**src/sv/key_value_command_parser_core_macros.svh**
```systemverilog
// ----------------------------------------------------------------------------
// key_value_command_parser_core_macros
// assertion macros shared by the command parser rtl
// ----------------------------------------------------------------------------
`ifndef KEY_VALUE_COMMAND_PARSER_CORE_MACROS_SVH
`define KEY_VALUE_COMMAND_PARSER_CORE_MACROS_SVH

`ifndef SYNTHESIS

// same-cycle implication, checked outside reset
`define KVCP_ASSERT_SAME(lbl, clk, rst_n, ante, cons) \
  lbl: assert property (@(posedge clk) disable iff (!rst_n) (ante) |-> (cons)) \
    else $error("kvcp assertion failed");

// next-cycle implication, checked outside reset
`define KVCP_ASSERT_NEXT(lbl, clk, rst_n, ante, cons) \
  lbl: assert property (@(posedge clk) disable iff (!rst_n) (ante) |=> (cons)) \
    else $error("kvcp assertion failed");

`else

`define KVCP_ASSERT_SAME(lbl, clk, rst_n, ante, cons)
`define KVCP_ASSERT_NEXT(lbl, clk, rst_n, ante, cons)

`endif

`endif

```
**src/sv/kvcp_pkg.sv**
```systemverilog
// ----------------------------------------------------------------------------
// kvcp_pkg
// types, key names and codes for the key/value command parser
// ----------------------------------------------------------------------------
package kvcp_pkg;

  localparam int unsigned NAME_COUNT   = 5;
  localparam int unsigned NAME_MAX_LEN = 8;
  localparam int unsigned NAME_POS_W   = 3;
  localparam int unsigned MAG_W        = 32;

  // saturation point of the magnitude, just above the negative limit
  localparam logic [MAG_W-1:0] MAG_CAP     = 32'h8000_0001;
  localparam logic [MAG_W-1:0] MAG_POS_MAX = 32'h7FFF_FFFF;
  localparam logic [MAG_W-1:0] MAG_NEG_MAX = 32'h8000_0000;

  localparam logic [7:0] NAME_CHARS [NAME_COUNT][NAME_MAX_LEN] = '{
    '{"t", "e", "m", "p", "_", "s", "e", "t"},
    '{"p", "u", "b", "_", "r", "a", "t", "e"},
    '{"s", "o", "m", "e", "1", 8'h00, 8'h00, 8'h00},
    '{"s", "o", "m", "e", "2", 8'h00, 8'h00, 8'h00},
    '{"s", "o", "m", "e", "3", 8'h00, 8'h00, 8'h00}
  };
  localparam int unsigned NAME_LEN [NAME_COUNT] = '{8, 8, 5, 5, 5};

  // byte codes
  localparam logic [7:0] CH_NUL    = 8'h00;
  localparam logic [7:0] CH_TAB    = 8'h09;
  localparam logic [7:0] CH_CR     = 8'h0D;
  localparam logic [7:0] CH_SPACE  = 8'h20;
  localparam logic [7:0] CH_PLUS   = 8'h2B;
  localparam logic [7:0] CH_COMMA  = 8'h2C;
  localparam logic [7:0] CH_MINUS  = 8'h2D;
  localparam logic [7:0] CH_ZERO   = 8'h30;
  localparam logic [7:0] CH_NINE   = 8'h39;
  localparam logic [7:0] CH_COLON  = 8'h3A;
  localparam logic [7:0] CH_LBRACE = 8'h7B;
  localparam logic [7:0] CH_RBRACE = 8'h7D;

  typedef enum logic [1:0] {
    ST_UPDATED      = 2'd0,
    ST_UNKNOWN_KEY  = 2'd1,
    ST_BAD_NUMBER   = 2'd2,
    ST_KEY_TOO_LONG = 2'd3
  } status_t;

  typedef enum logic [2:0] {
    PH_KEY   = 3'b001,
    PH_VALUE = 3'b010,
    PH_SKIP  = 3'b100
  } phase_t;

endpackage

```
**src/sv/key_value_command_parser_core.sv**
```systemverilog
// ----------------------------------------------------------------------------
// key_value_command_parser_core
// byte-stream parser for "key:value" tokens; updates a small value table
// and reports slot, value and status for every token that holds a colon
// ----------------------------------------------------------------------------
//
//  channel  | direction | handshake            | payload
//  ---------+-----------+----------------------+-------------------------------
//  in_      | in        | in_valid / in_stall  | char_byte, end_of_message
//  out_     | out       | out_valid / out_stall| slot, new_value, status
//
// one byte is taken every cycle while in_stall is low; its result, if any, goes
// to the output register, or to the skid entry if the output is held. the token
// state (key compare mask, key length, decimal accumulator) advances by one
// small update per byte, which sets the rate. synchronous active-low reset
// clears the token state and the value table. the result side has an output
// register plus one skid entry; in_stall rises only while that entry is occupied.
//
`include "key_value_command_parser_core_macros.svh"

module key_value_command_parser_core #(
  parameter int unsigned KEY_SLOTS = 5,
  parameter int unsigned KEY_LIMIT = 20
) (
  input  logic                     clk,
  input  logic                     rst_n,
  // request input
  input  logic                     in_valid,
  output logic                     in_stall,
  input  logic [7:0]               in_char_byte,
  input  logic                     in_end_of_message,
  // result output
  output logic                     out_valid,
  input  logic                     out_stall,
  output logic [2:0]               out_slot,
  output logic signed [31:0]       out_new_value,
  output kvcp_pkg::status_t        out_status
);

  import kvcp_pkg::*;

  localparam int unsigned KL_W   = $clog2(KEY_LIMIT + 1);
  localparam int unsigned SLOT_W = (KEY_SLOTS > 1) ? $clog2(KEY_SLOTS) : 1;

  // token state
  phase_t                  phase_r, phase_nxt;
  logic [KL_W-1:0]         key_len_r, key_len_nxt;
  logic [NAME_COUNT-1:0]   key_mask_r, key_mask_nxt;
  logic [MAG_W-1:0]        mag_r, mag_nxt;
  logic                    neg_r, neg_nxt;
  logic                    digit_seen_r, digit_seen_nxt;
  logic                    number_bad_r, number_bad_nxt;
  logic                    sign_seen_r, sign_seen_nxt;

  logic signed [31:0]      value_table_r [KEY_SLOTS];

  // output register and skid entry
  logic                    out_valid_r;
  logic [2:0]              out_slot_r;
  logic signed [31:0]      out_value_r;
  status_t                 out_status_r;
  logic                    skid_valid_r;
  logic [2:0]              skid_slot_r;
  logic signed [31:0]      skid_value_r;
  status_t                 skid_status_r;

  // per-byte combinational values
  logic                    in_fire;
  logic                    is_nul, is_delim, is_blank, is_digit, is_sign, is_last;
  logic                    apply_byte;
  logic [35:0]             mag_times10;
  logic [NAME_POS_W-1:0]   name_pos;
  logic                    pos_in_range;
  logic [31:0]             key_len_ext;
  logic                    ends_token;
  logic                    res_fire;
  logic [2:0]              res_slot;
  logic signed [31:0]      res_value;
  status_t                 res_status;
  logic                    key_found;
  logic [MAG_W-1:0]        mag_limit;

  assign in_fire  = in_valid && !skid_valid_r;
  assign in_stall = skid_valid_r;

  assign is_nul   = (in_char_byte == CH_NUL);
  assign is_delim = (in_char_byte == CH_COMMA) || (in_char_byte == CH_LBRACE) ||
                    (in_char_byte == CH_RBRACE);
  assign is_blank = (in_char_byte == CH_SPACE) ||
                    ((in_char_byte >= CH_TAB) && (in_char_byte <= CH_CR));
  assign is_digit = (in_char_byte >= CH_ZERO) && (in_char_byte <= CH_NINE);
  assign is_sign  = (in_char_byte == CH_PLUS) || (in_char_byte == CH_MINUS);
  assign is_last  = in_end_of_message;

  // only ordinary bytes outside a skipped message change the token
  assign apply_byte = (phase_r != PH_SKIP) && !is_nul && !is_delim && !is_blank;

  // x10 by shift and add; magnitude is capped so 36 bits hold the sum
  assign mag_times10 = {1'b0, mag_r, 3'b000} + {3'b000, mag_r, 1'b0}
                     + {28'd0, in_char_byte - CH_ZERO};

  assign key_len_ext  = 32'(key_len_r);
  assign pos_in_range = key_len_ext < NAME_MAX_LEN;
  assign name_pos     = key_len_ext[NAME_POS_W-1:0];

  // token state update for this byte (before any token end)
  logic [MAG_W-1:0]        upd_mag;
  phase_t                  upd_phase;
  logic [KL_W-1:0]         upd_key_len;
  logic [NAME_COUNT-1:0]   upd_mask;
  logic                    upd_neg, upd_digit, upd_bad, upd_sign;

  always_comb begin
    upd_phase   = phase_r;
    upd_key_len = key_len_r;
    upd_mask    = key_mask_r;
    upd_mag     = mag_r;
    upd_neg     = neg_r;
    upd_digit   = digit_seen_r;
    upd_bad     = number_bad_r;
    upd_sign    = sign_seen_r;
    if (apply_byte) begin
      if (phase_r == PH_KEY) begin
        if (in_char_byte == CH_COLON) begin
          upd_phase = PH_VALUE;
        end else if (key_len_r < KL_W'(KEY_LIMIT)) begin
          // drop every name that this byte no longer follows
          for (int i = 0; i < NAME_COUNT; i++) begin
            if (!pos_in_range || (key_len_ext >= NAME_LEN[i]) ||
                (NAME_CHARS[i][name_pos] != in_char_byte)) begin
              upd_mask[i] = 1'b0;
            end
          end
          upd_key_len = key_len_r + KL_W'(1);
        end
      end else begin
        if (is_digit) begin
          upd_mag   = (mag_times10 > 36'(MAG_CAP)) ? MAG_CAP : mag_times10[MAG_W-1:0];
          upd_digit = 1'b1;
        end else if (is_sign && !digit_seen_r && !sign_seen_r) begin
          upd_sign = 1'b1;
          upd_neg  = (in_char_byte == CH_MINUS);
        end else begin
          upd_bad = 1'b1;
        end
      end
    end
  end

  // token end: delimiter, byte zero or last byte of the message
  assign ends_token = (phase_r != PH_SKIP) && (is_nul || is_delim || is_last);
  assign res_fire   = in_fire && ends_token && (upd_phase == PH_VALUE);
  assign mag_limit  = upd_neg ? MAG_NEG_MAX : MAG_POS_MAX;

  // result of the finished token; first matching name of exact length wins
  always_comb begin
    res_slot  = 3'd0;
    res_value = '0;
    key_found = 1'b0;
    for (int i = NAME_COUNT - 1; i >= 0; i--) begin
      if ((i < KEY_SLOTS) && upd_mask[i] && (32'(upd_key_len) == NAME_LEN[i])) begin
        res_slot  = 3'(i);
        key_found = 1'b1;
      end
    end
    if (upd_key_len >= KL_W'(KEY_LIMIT)) begin
      res_status = ST_KEY_TOO_LONG;
      res_slot   = 3'd0;
    end else if (!key_found) begin
      res_status = ST_UNKNOWN_KEY;
    end else if (!upd_digit || upd_bad || (upd_mag > mag_limit)) begin
      res_status = ST_BAD_NUMBER;
    end else begin
      res_status = ST_UPDATED;
      res_value  = upd_neg ? -$signed(upd_mag) : $signed(upd_mag);
    end
  end

  // next token state
  always_comb begin
    phase_nxt      = upd_phase;
    key_len_nxt    = upd_key_len;
    key_mask_nxt   = upd_mask;
    mag_nxt        = upd_mag;
    neg_nxt        = upd_neg;
    digit_seen_nxt = upd_digit;
    number_bad_nxt = upd_bad;
    sign_seen_nxt  = upd_sign;
    if ((phase_r == PH_SKIP && is_last) || ends_token) begin
      phase_nxt      = PH_KEY;
      key_len_nxt    = '0;
      key_mask_nxt   = '1;
      mag_nxt        = '0;
      neg_nxt        = 1'b0;
      digit_seen_nxt = 1'b0;
      number_bad_nxt = 1'b0;
      sign_seen_nxt  = 1'b0;
      // byte zero mid-message: ignore the rest until the message ends
      if (phase_r != PH_SKIP && is_nul && !is_last) begin
        phase_nxt = PH_SKIP;
      end
    end
  end

  always_ff @(posedge clk) begin
    if (!rst_n) begin
      phase_r      <= PH_KEY;
      key_len_r    <= '0;
      key_mask_r   <= '1;
      mag_r        <= '0;
      neg_r        <= 1'b0;
      digit_seen_r <= 1'b0;
      number_bad_r <= 1'b0;
      sign_seen_r  <= 1'b0;
    end else if (in_fire) begin
      phase_r      <= phase_nxt;
      key_len_r    <= key_len_nxt;
      key_mask_r   <= key_mask_nxt;
      mag_r        <= mag_nxt;
      neg_r        <= neg_nxt;
      digit_seen_r <= digit_seen_nxt;
      number_bad_r <= number_bad_nxt;
      sign_seen_r  <= sign_seen_nxt;
    end
  end

  // value table, written on a successful update
  always_ff @(posedge clk) begin
    if (!rst_n) begin
      for (int i = 0; i < KEY_SLOTS; i++) begin
        value_table_r[i] <= '0;
      end
    end else if (res_fire && (res_status == ST_UPDATED)) begin
      value_table_r[res_slot[SLOT_W-1:0]] <= res_value;
    end
  end

  // output register with skid entry behind it
  always_ff @(posedge clk) begin
    if (!rst_n) begin
      out_valid_r  <= 1'b0;
      skid_valid_r <= 1'b0;
    end else begin
      if (!out_valid_r || !out_stall) begin
        // output slot free this cycle: skid first, else the new result
        out_valid_r  <= skid_valid_r || res_fire;
        skid_valid_r <= 1'b0;
      end else if (res_fire) begin
        skid_valid_r <= 1'b1;
      end
    end
  end

  always_ff @(posedge clk) begin
    if (!out_valid_r || !out_stall) begin
      if (skid_valid_r) begin
        out_slot_r   <= skid_slot_r;
        out_value_r  <= skid_value_r;
        out_status_r <= skid_status_r;
      end else begin
        out_slot_r   <= res_slot;
        out_value_r  <= res_value;
        out_status_r <= res_status;
      end
    end
    if (res_fire) begin
      skid_slot_r   <= res_slot;
      skid_value_r  <= res_value;
      skid_status_r <= res_status;
    end
  end

  assign out_valid     = out_valid_r;
  assign out_slot      = out_slot_r;
  assign out_new_value = out_value_r;
  assign out_status    = out_status_r;

  // skid entry is only ever filled behind a held result
  `KVCP_ASSERT_SAME(a_skid_behind_out, clk, rst_n, skid_valid_r, out_valid_r)
  // only an update carries a nonzero value
  `KVCP_ASSERT_SAME(a_value_zero_unless_updated, clk, rst_n,
    out_valid_r && (out_status_r != ST_UPDATED), out_value_r == 32'sd0)
  // key length saturates at the limit
  `KVCP_ASSERT_SAME(a_key_len_bounded, clk, rst_n, 1'b1, key_len_r <= KL_W'(KEY_LIMIT))
  // a reported update lands in the value table
  `KVCP_ASSERT_NEXT(a_table_written, clk, rst_n,
    res_fire && (res_status == ST_UPDATED),
    value_table_r[$past(res_slot[SLOT_W-1:0])] == $past(res_value))

endmodule
```
**config.mk**
```make
export PLATFORM = sky130hd
export DESIGN_NAME = key_value_command_parser_core
export DESIGN_NICKNAME = d
export VERILOG_FILES = /design/src/sv/kvcp_pkg.sv /design/src/sv/key_value_command_parser_core.sv
export VERILOG_INCLUDE_DIRS = /design/src /design/src/sv
export SDC_FILE = /design/constraint.sdc
export NUM_CORES = 1
export LEC_CHECK = 0
export ABC_AREA = 1
export BUFFER_PORTS_ARGS = -buffer_cell sky130_fd_sc_hd__buf_2
export CAP_MARGIN = 15
export CORE_MARGIN = 2
export CORE_UTILIZATION = 40
export DETAILED_ROUTE_END_ITERATION = 7
export GPL_TIMING_DRIVEN = 1
export PLACE_DENSITY = 0.61
export SYNTH_ARGS = -nofsm -noshare
export SYNTH_HDL_FRONTEND = slang
export SYNTH_SLANG_ARGS = --single-unit
```
**constraint.sdc**
```tcl
create_clock -name clk -period 9.56 [get_ports clk]
set_input_delay 0.956 -clock clk [delete_from_list [all_inputs] [get_ports clk]]
set_output_delay 0.956 -clock clk [all_outputs]
set_load 0.01 [all_outputs]
```
=== Word level (Yosys, flattened, before mapping) ===
Memories as Yosys holds them, arrays and structs flattened.
Cells that the tools add are included.

* Bits of input ports: 13
* Bits in registers: 125
* Output and inout bits: 39
* ROM bits: 320
* Memories kept: 5

* $lt $le $gt $ge: 12
* Muxes and demuxes: 76
* Eq/ne operators: 20
* Bitwise operators: 2
* Reduce and logical (&&, ||, !) cells: 53
* Add/subtract/negate cells: 5

{| class="wikitable"
|+ Memories
! memory !! depth !! width !! rd ports !! clocked after memory_dff !! write ports !! RTL line !! RTL
|-
| (name not given) || 8 || 8 || 1 || 0 || 0 || key_value_command_parser_core.sv:130 || <nowiki>(NAME_CHARS[i][name_pos] != in_char_byte)) begin</nowiki>
|-
| (name not given) || 8 || 8 || 1 || 0 || 0 || key_value_command_parser_core.sv:130 ||
|-
| (name not given) || 8 || 8 || 1 || 0 || 0 || key_value_command_parser_core.sv:130 ||
|-
| (name not given) || 8 || 8 || 1 || 0 || 0 || key_value_command_parser_core.sv:130 ||
|-
| (name not given) || 8 || 8 || 1 || 0 || 0 || key_value_command_parser_core.sv:130 ||
|}

{| class="wikitable"
|+ Operators by type and width
! kind !! number
|-
| $mux W32 || 11
|-
| $mux W8 || 10
|-
| $mux W5 || 10
|-
| $eq A8 B6 Y1 const B || 5
|-
| $ne A8 B8 Y1 || 5
|-
| $add A35 B33 Y36 || 1
|-
| $add A36 B8 Y36 || 1
|-
| $gt A36 B32 Y1 const B || 1
|-
| $mux W3 || 12
|-
| $gt A32 B32 Y1 || 1
|-
| $neg A32 Y32 || 1
|-
| $mux W1 || 29
|-
| $logic_and A1 B1 Y1 || 19
|-
| $logic_or A1 B1 Y1 || 18
|-
| $eq A8 B7 Y1 const B || 2
|-
| $logic_not A1 Y1 || 11
|-
| $ge A8 B4 Y1 const B || 1
|-
| $ge A8 B6 Y1 const B || 1
|-
| $le A8 B4 Y1 const B || 1
|-
| $le A8 B6 Y1 const B || 1
|-
| $logic_not A8 Y1 || 1
|-
| $mux W2 || 4
|-
| $sub A8 B6 Y8 const B || 1
|-
| $add A5 B1 Y5 const B || 1
|-
| 18 further kinds || 20
|}

=== Depth between registers and ports, before layout ===
* Word-level depth: 20
* Depth in mapped cells: 39
* Mapped depth without buffers: 37

=== Worst setup path after synthesis ===
No wires, ideal clock.

* Path kind: input to register
* Start: input in_char_byte[4]
* End: register skid_value_r[19], data pin
* Path slack: 3.752 ns
* Stages on the path: 34
* Arrival time: 5.553 ns
* Required time: 9.305 ns
* Library setup time: 0.255 ns
* Cells stage by stage: inv_1 ha_1 fa_1 ha_1 nand2_1 nor2_1 nand3_1 nand2_1 nand2_1 nand2_2 nand3_2 nand3_1 nand2_1 nor2_1 nand2_1 a21oi_4 buf_6 nand4_1 o21ai_0 inv_1 ha_1 nand4_1 nor3_1 inv_1 nor4_1 a211oi_1 a31o_2 nand2_1 nor2_1 nand2_2 inv_2 buf_6 buf_6 and3_1

* Word-level cells in the longest chain between the ends: 16

{| class="wikitable"
|+ RTL lines
! element !! RTL line !! RTL
|-
| start, declared || key_value_command_parser_core.sv:30 || <nowiki>input logic [7:0] in_char_byte,</nowiki>
|-
| parallel branches: the longest is 15 deep, another holds $add A36 B8 Y36 || -- ||
|-
| $mux W32 (*) || key_value_command_parser_core.sv:166 || <nowiki>if (upd_key_len >= KL_W'(KEY_LIMIT)) begin</nowiki>
|-
| net res_value[19] || key_value_command_parser_core.sv:78 || <nowiki>logic signed [31:0] res_value;</nowiki>
|-
| end signal, assigned || key_value_command_parser_core.sv:268 || <nowiki>skid_value_r <= res_value;</nowiki>
|-
| end, declared || key_value_command_parser_core.sv:64 || <nowiki>logic signed [31:0] skid_value_r;</nowiki>
|}

Mark *: on every way through the listed nets, which the timed path passes.
A chain may end at the register's enable or synchronous reset.

=== Worst setup path in the final report ===
* Start: input in_char_byte[4]
* End: register out_value_r[16], in the netlist out_new_value[16], data pin

* Word-level cells in the longest chain between the ends: 17

{| class="wikitable"
|+ RTL lines
! element !! RTL line !! RTL
|-
| parallel branches: the longest is 15 deep, another holds $add A36 B8 Y36 || -- ||
|-
| $mux W32 (*) || key_value_command_parser_core.sv:166 ||
|-
| $mux W32 (*) || key_value_command_parser_core.sv:256 || <nowiki>if (skid_valid_r) begin</nowiki>
|-
| end signal, assigned || key_value_command_parser_core.sv:258 || <nowiki>out_value_r <= skid_value_r;</nowiki>
|-
| end signal, assigned || key_value_command_parser_core.sv:262 || <nowiki>out_value_r <= res_value;</nowiki>
|-
| end, declared || key_value_command_parser_core.sv:60 || <nowiki>logic signed [31:0] out_value_r;</nowiki>
|}

Mark *: on every way between the ends.

==> results.py <==
metrics = {
    "sta": {
        "fin_tns_setup_ps": 0,
        "finalHoldViolCount": 0,
        "worstMarginPinSlew_ps": 982.0,
        "slew_viol_final": 0,
        "rsz0062_at_grt": "no",
        "slew_headroom_pct": 34.39,
        "whs_ps": 464.2,
        "period_share_pct": 78.23,
        "fin_crit_ps": 7479,
        "clock-skew-final_ps": 7.607,
        "fmax_mhz": 133.7,
        "finalSetupViolCount": 0,
    },
    "synth": {
        "ys_warn_count": 0,
        "synth_top_family_by_area": "simple AND/OR/NAND/NOR gates",
        "ys_ff_latch": 125,
        "yosysMostFrequentCell": "nand2_1",
        "synth-simple-area-share_pct": 38.69,
        "synth_area_mm2": 0.01162,
        "synth_cell_types": 60,
        "yosysTopAreaCell": "edfxtp_1",
        "synth-edff-count": 74,
        "syn-instance-count": 1676,
        "synth.yosys.seq_area_share_pct": 27.92,
        "synth_compound_area_share_pct": 10.64,
        "synthAdderAreaFrac_pct": 12.24,
        "yosys-top-cells-count": "nand2_1, inv_1, nor2_1",
        "ys.flop_type": "edfxtp_1",
        "synth-xor-area-share_pct": 1.422,
        "async_reset_ff_share_pct": 0,
        "synth_mux_area_share_pct": 0.08617,
        "netlist.area_leader.share_pct": 19.13,
        "avgSynthCellArea_um2": 6.931,
        "synth_area_leaders": "edfxtp_1, nand2_1, ha_1, dfxtp_1, inv_1",
        "syn-num-nets": 1799,
    },
    "power": {
        "irDropWorstVdd_mv": 0.09835,
        "power_density_mw_per_mm2": 108.3,
        "p_leak_nw": 6.551,
    },
    "global_routing": {
        "grt_pass1_wl_mm": 49.23,
        "grt.total_usage_pct": 19.74,
        "global_route.overflow_total": 0,
        "grt_max_degree": 75,
        "first_global_vias": 9679,
        "antenna_found_initial": 0,
    },
    "clock_network": {
        "cts_made_buffers": 17,
        "clock-sinks": 125,
        "h-tree-depth": 4,
        "cts_setup_buffers": 0,
        "postCtsResizedCells": 0,
        "cts-root-buf": "clkbuf_16",
        "cts_tree": "done",
        "holdBufCountCts": 0,
        "clk-insertion-delay-late_ps": 420,
        "clockBufferDepth": 2,
        "clk_pin_slew_ps": 60,
    },
    "drt": {
        "routedWlPerCell_um": 14.18,
        "first_pass_iters": 5,
        "first_iter_violations": 749,
        "wirelength_mm": 29.85,
        "postRouteAntennaNets": 0,
        "m1WireLength_mm": 15.65,
        "vias": 10670,
        "drc": 0,
        "met2WireLength_mm": 12.77,
        "dr_wl_met3_mm": 1.144,
        "viasPerCell": 5.068,
        "top_layer": "met4",
    },
    "min_path": {
        "hp-class": "flip-flop to flip-flop",
        "whs_endpoint": "sign_seen_r",
        "hold_path.startpoint": "sign_seen_r",
        "hold_depth": 2,
    },
    "worst_setup_path": {
        "worstRegToRegCells": 31,
        "crit_fanout": 49,
        "required_ps": 9830,
        "cp_slowest_stage_delay_ps": 750,
        "r2r_start": "mag_r[0]",
        "reg2reg_to": "out_new_value[16]",
        "worstSetupPathType": "primary input to flip-flop",
        "setup.worst_path.start_class": "primary input",
        "cpMostUsedCell": "nand2_1",
        "crit_arrival_ps": 7740,
        "cp-end-kind": "flip-flop",
        "crit_slowest_cell": "a21oi_4",
        "critPathBufInv": 6,
        "critical_path.top_delay_family": "simple AND/OR/NAND/NOR gates",
        "ff2ff_setup_slack_ps": 2550,
    },
    "cells_and_area": {
        "layout.nets": 1831,
        "seq_area_mm2": 0.003243,
        "area_growth_pct": 10.49,
        "fill_cells": 2987,
        "drive_above_1_share_pct": 13.48,
        "utilization_pct": 44.84,
        "diodes": 0,
        "multiInputGateArea_mm2": 0.007342,
    },
    "floorplan": {
        "io_pins": 52,
        "rows": 62,
        "die_area_mm2": 0.03042,
        "die_h_um": 174.4,
        "die_w_um": 174.4,
        "start_util_pct": 40.58,
        "core_area_mm2": 0.02863,
    },
    "run": {
        "max-cap-violations": 0,
    },
    "place": {
        "port_buffers": 51,
        "gp_congestion": 0.9658,
        "post-dp-hpwl_mm": 23.64,
    },
    "outcome": {
        "outcome": "finished, final reports clean",
    },
}
-- how the worst max path moves through the flow --
stage	startpoint	endpoint	slack (ps)	depth (start not counted)
finish	in_char_byte[4]	out_new_value[16]	2080	33
global route	in_char_byte[4]	out_new_value[16]	1190	32
CTS	in_char_byte[4]	out_new_value[16]	2100	33
detailed placement	in_char_byte[4]	out_new_value[16]	1700	33
global placement	in_char_byte[4]	out_new_value[4]	1800	34
floorplan	in_char_byte[4]	skid_value_r[19]	3750	34
-- worst min-delay path, stage by stage (launching register included) --
cell and delay, ps:
dfxtp_1 320, inv_1 50, a21oi_1 50
-- metrics by stage --
step	setup WS [ps]	instances	total power, W	area (µm²)
detailed placement	1703	2073	0.0006848	12180
global placement	1800	2073	0.0006843	12180
finish	2081	2105	0.001390	12830
global route	1195	2105	0.001433	12830
CTS	2097	2105	0.001399	12830
floorplan	3752	1676	0.0006576	11620
-- placed cells by master, fill, tap and decap left out, types with 7 or more instances in the layout --
cell | Yosys | layout
nand3_2 | 23 | 23
buf_2 | 8 | 51
o21ai_0 | 29 | 29
inv_2 | 16 | 16
nor3_1 | 22 | 21
nand3b_1 | 12 | 12
a21oi_1 | 121 | 121
nand2_1 | 475 | 475
dfxtp_1 | 51 | 51
and3_1 | 22 | 22
o21ai_2 | 12 | 11
inv_1 | 197 | 197
nor2_2 | 15 | 16
nor2_1 | 164 | 163
buf_4 | 5 | 8
edfxtp_1 | 74 | 74
nand4_1 | 20 | 20
nor2_4 | 12 | 12
xor2_1 | 15 | 15
nand2_2 | 26 | 26
ha_1 | 104 | 104
nor4_1 | 7 | 7
nand2_4 | 12 | 12
nand3_1 | 121 | 121
clkbuf_16 | 0 | 17
o21ai_1 | 11 | 11
-- where the power goes --
part | total, W | internal, W | switching [W]
Clock | 0.000716 | 0.000471 | 0.000244
Combinational | 0.0000971 | 0.0000296 | 0.0000676
Sequential | 0.000577 | 0.000572 | 0.00000451
Total | 0.00139 | 0.00107 | 0.000317
-- metal layers --
layer / up-vias / global-route usage [%]
met2: 228 / 29.70
met3: 21 / 1.509
li1: 5571 / -
met5: - / 0
met1: 4848 / 30.60
met4: 0 / 4.272
-- layout make-up --
class | count | share of cell area [%]
tap | 384 | 3.743
clock buffer | 19 | 3.451
sequential | 125 | 25.27
inverter | 213 | 6.229
timing repair buffer | 59 | 2.457
multi-input combinational | 1292 | 57.20
clock inverter | 13 | 1.647
-- cell families (layout without fill, tap and decap cells) --
group | after synthesis | after routing
AO/OA/AOI/OAI | 211 | 211
XOR/XNOR | 18 | 18
adder cells (fa/ha/maj) | 110 | 110
buffers and inverters | 259 | 304
flip-flops | 125 | 125
multiplexers | 1 | 1
AND/OR/NAND/NOR | 952 | 952
-- flip-flops by register name (all words and copies together) (netlist names) --
register,count
mag_r,32
out_new_value,32
skid_value_r,32
key_len_r,5
key_mask_r,5
out_slot,3
phase_r,3
skid_slot_r,3
out_status,2
skid_status_r,2
digit_seen_r,1
in_stall,1
neg_r,1
number_bad_r,1
out_valid,1
sign_seen_r,1
Note: power is estimated with default switching activity, not from simulation.
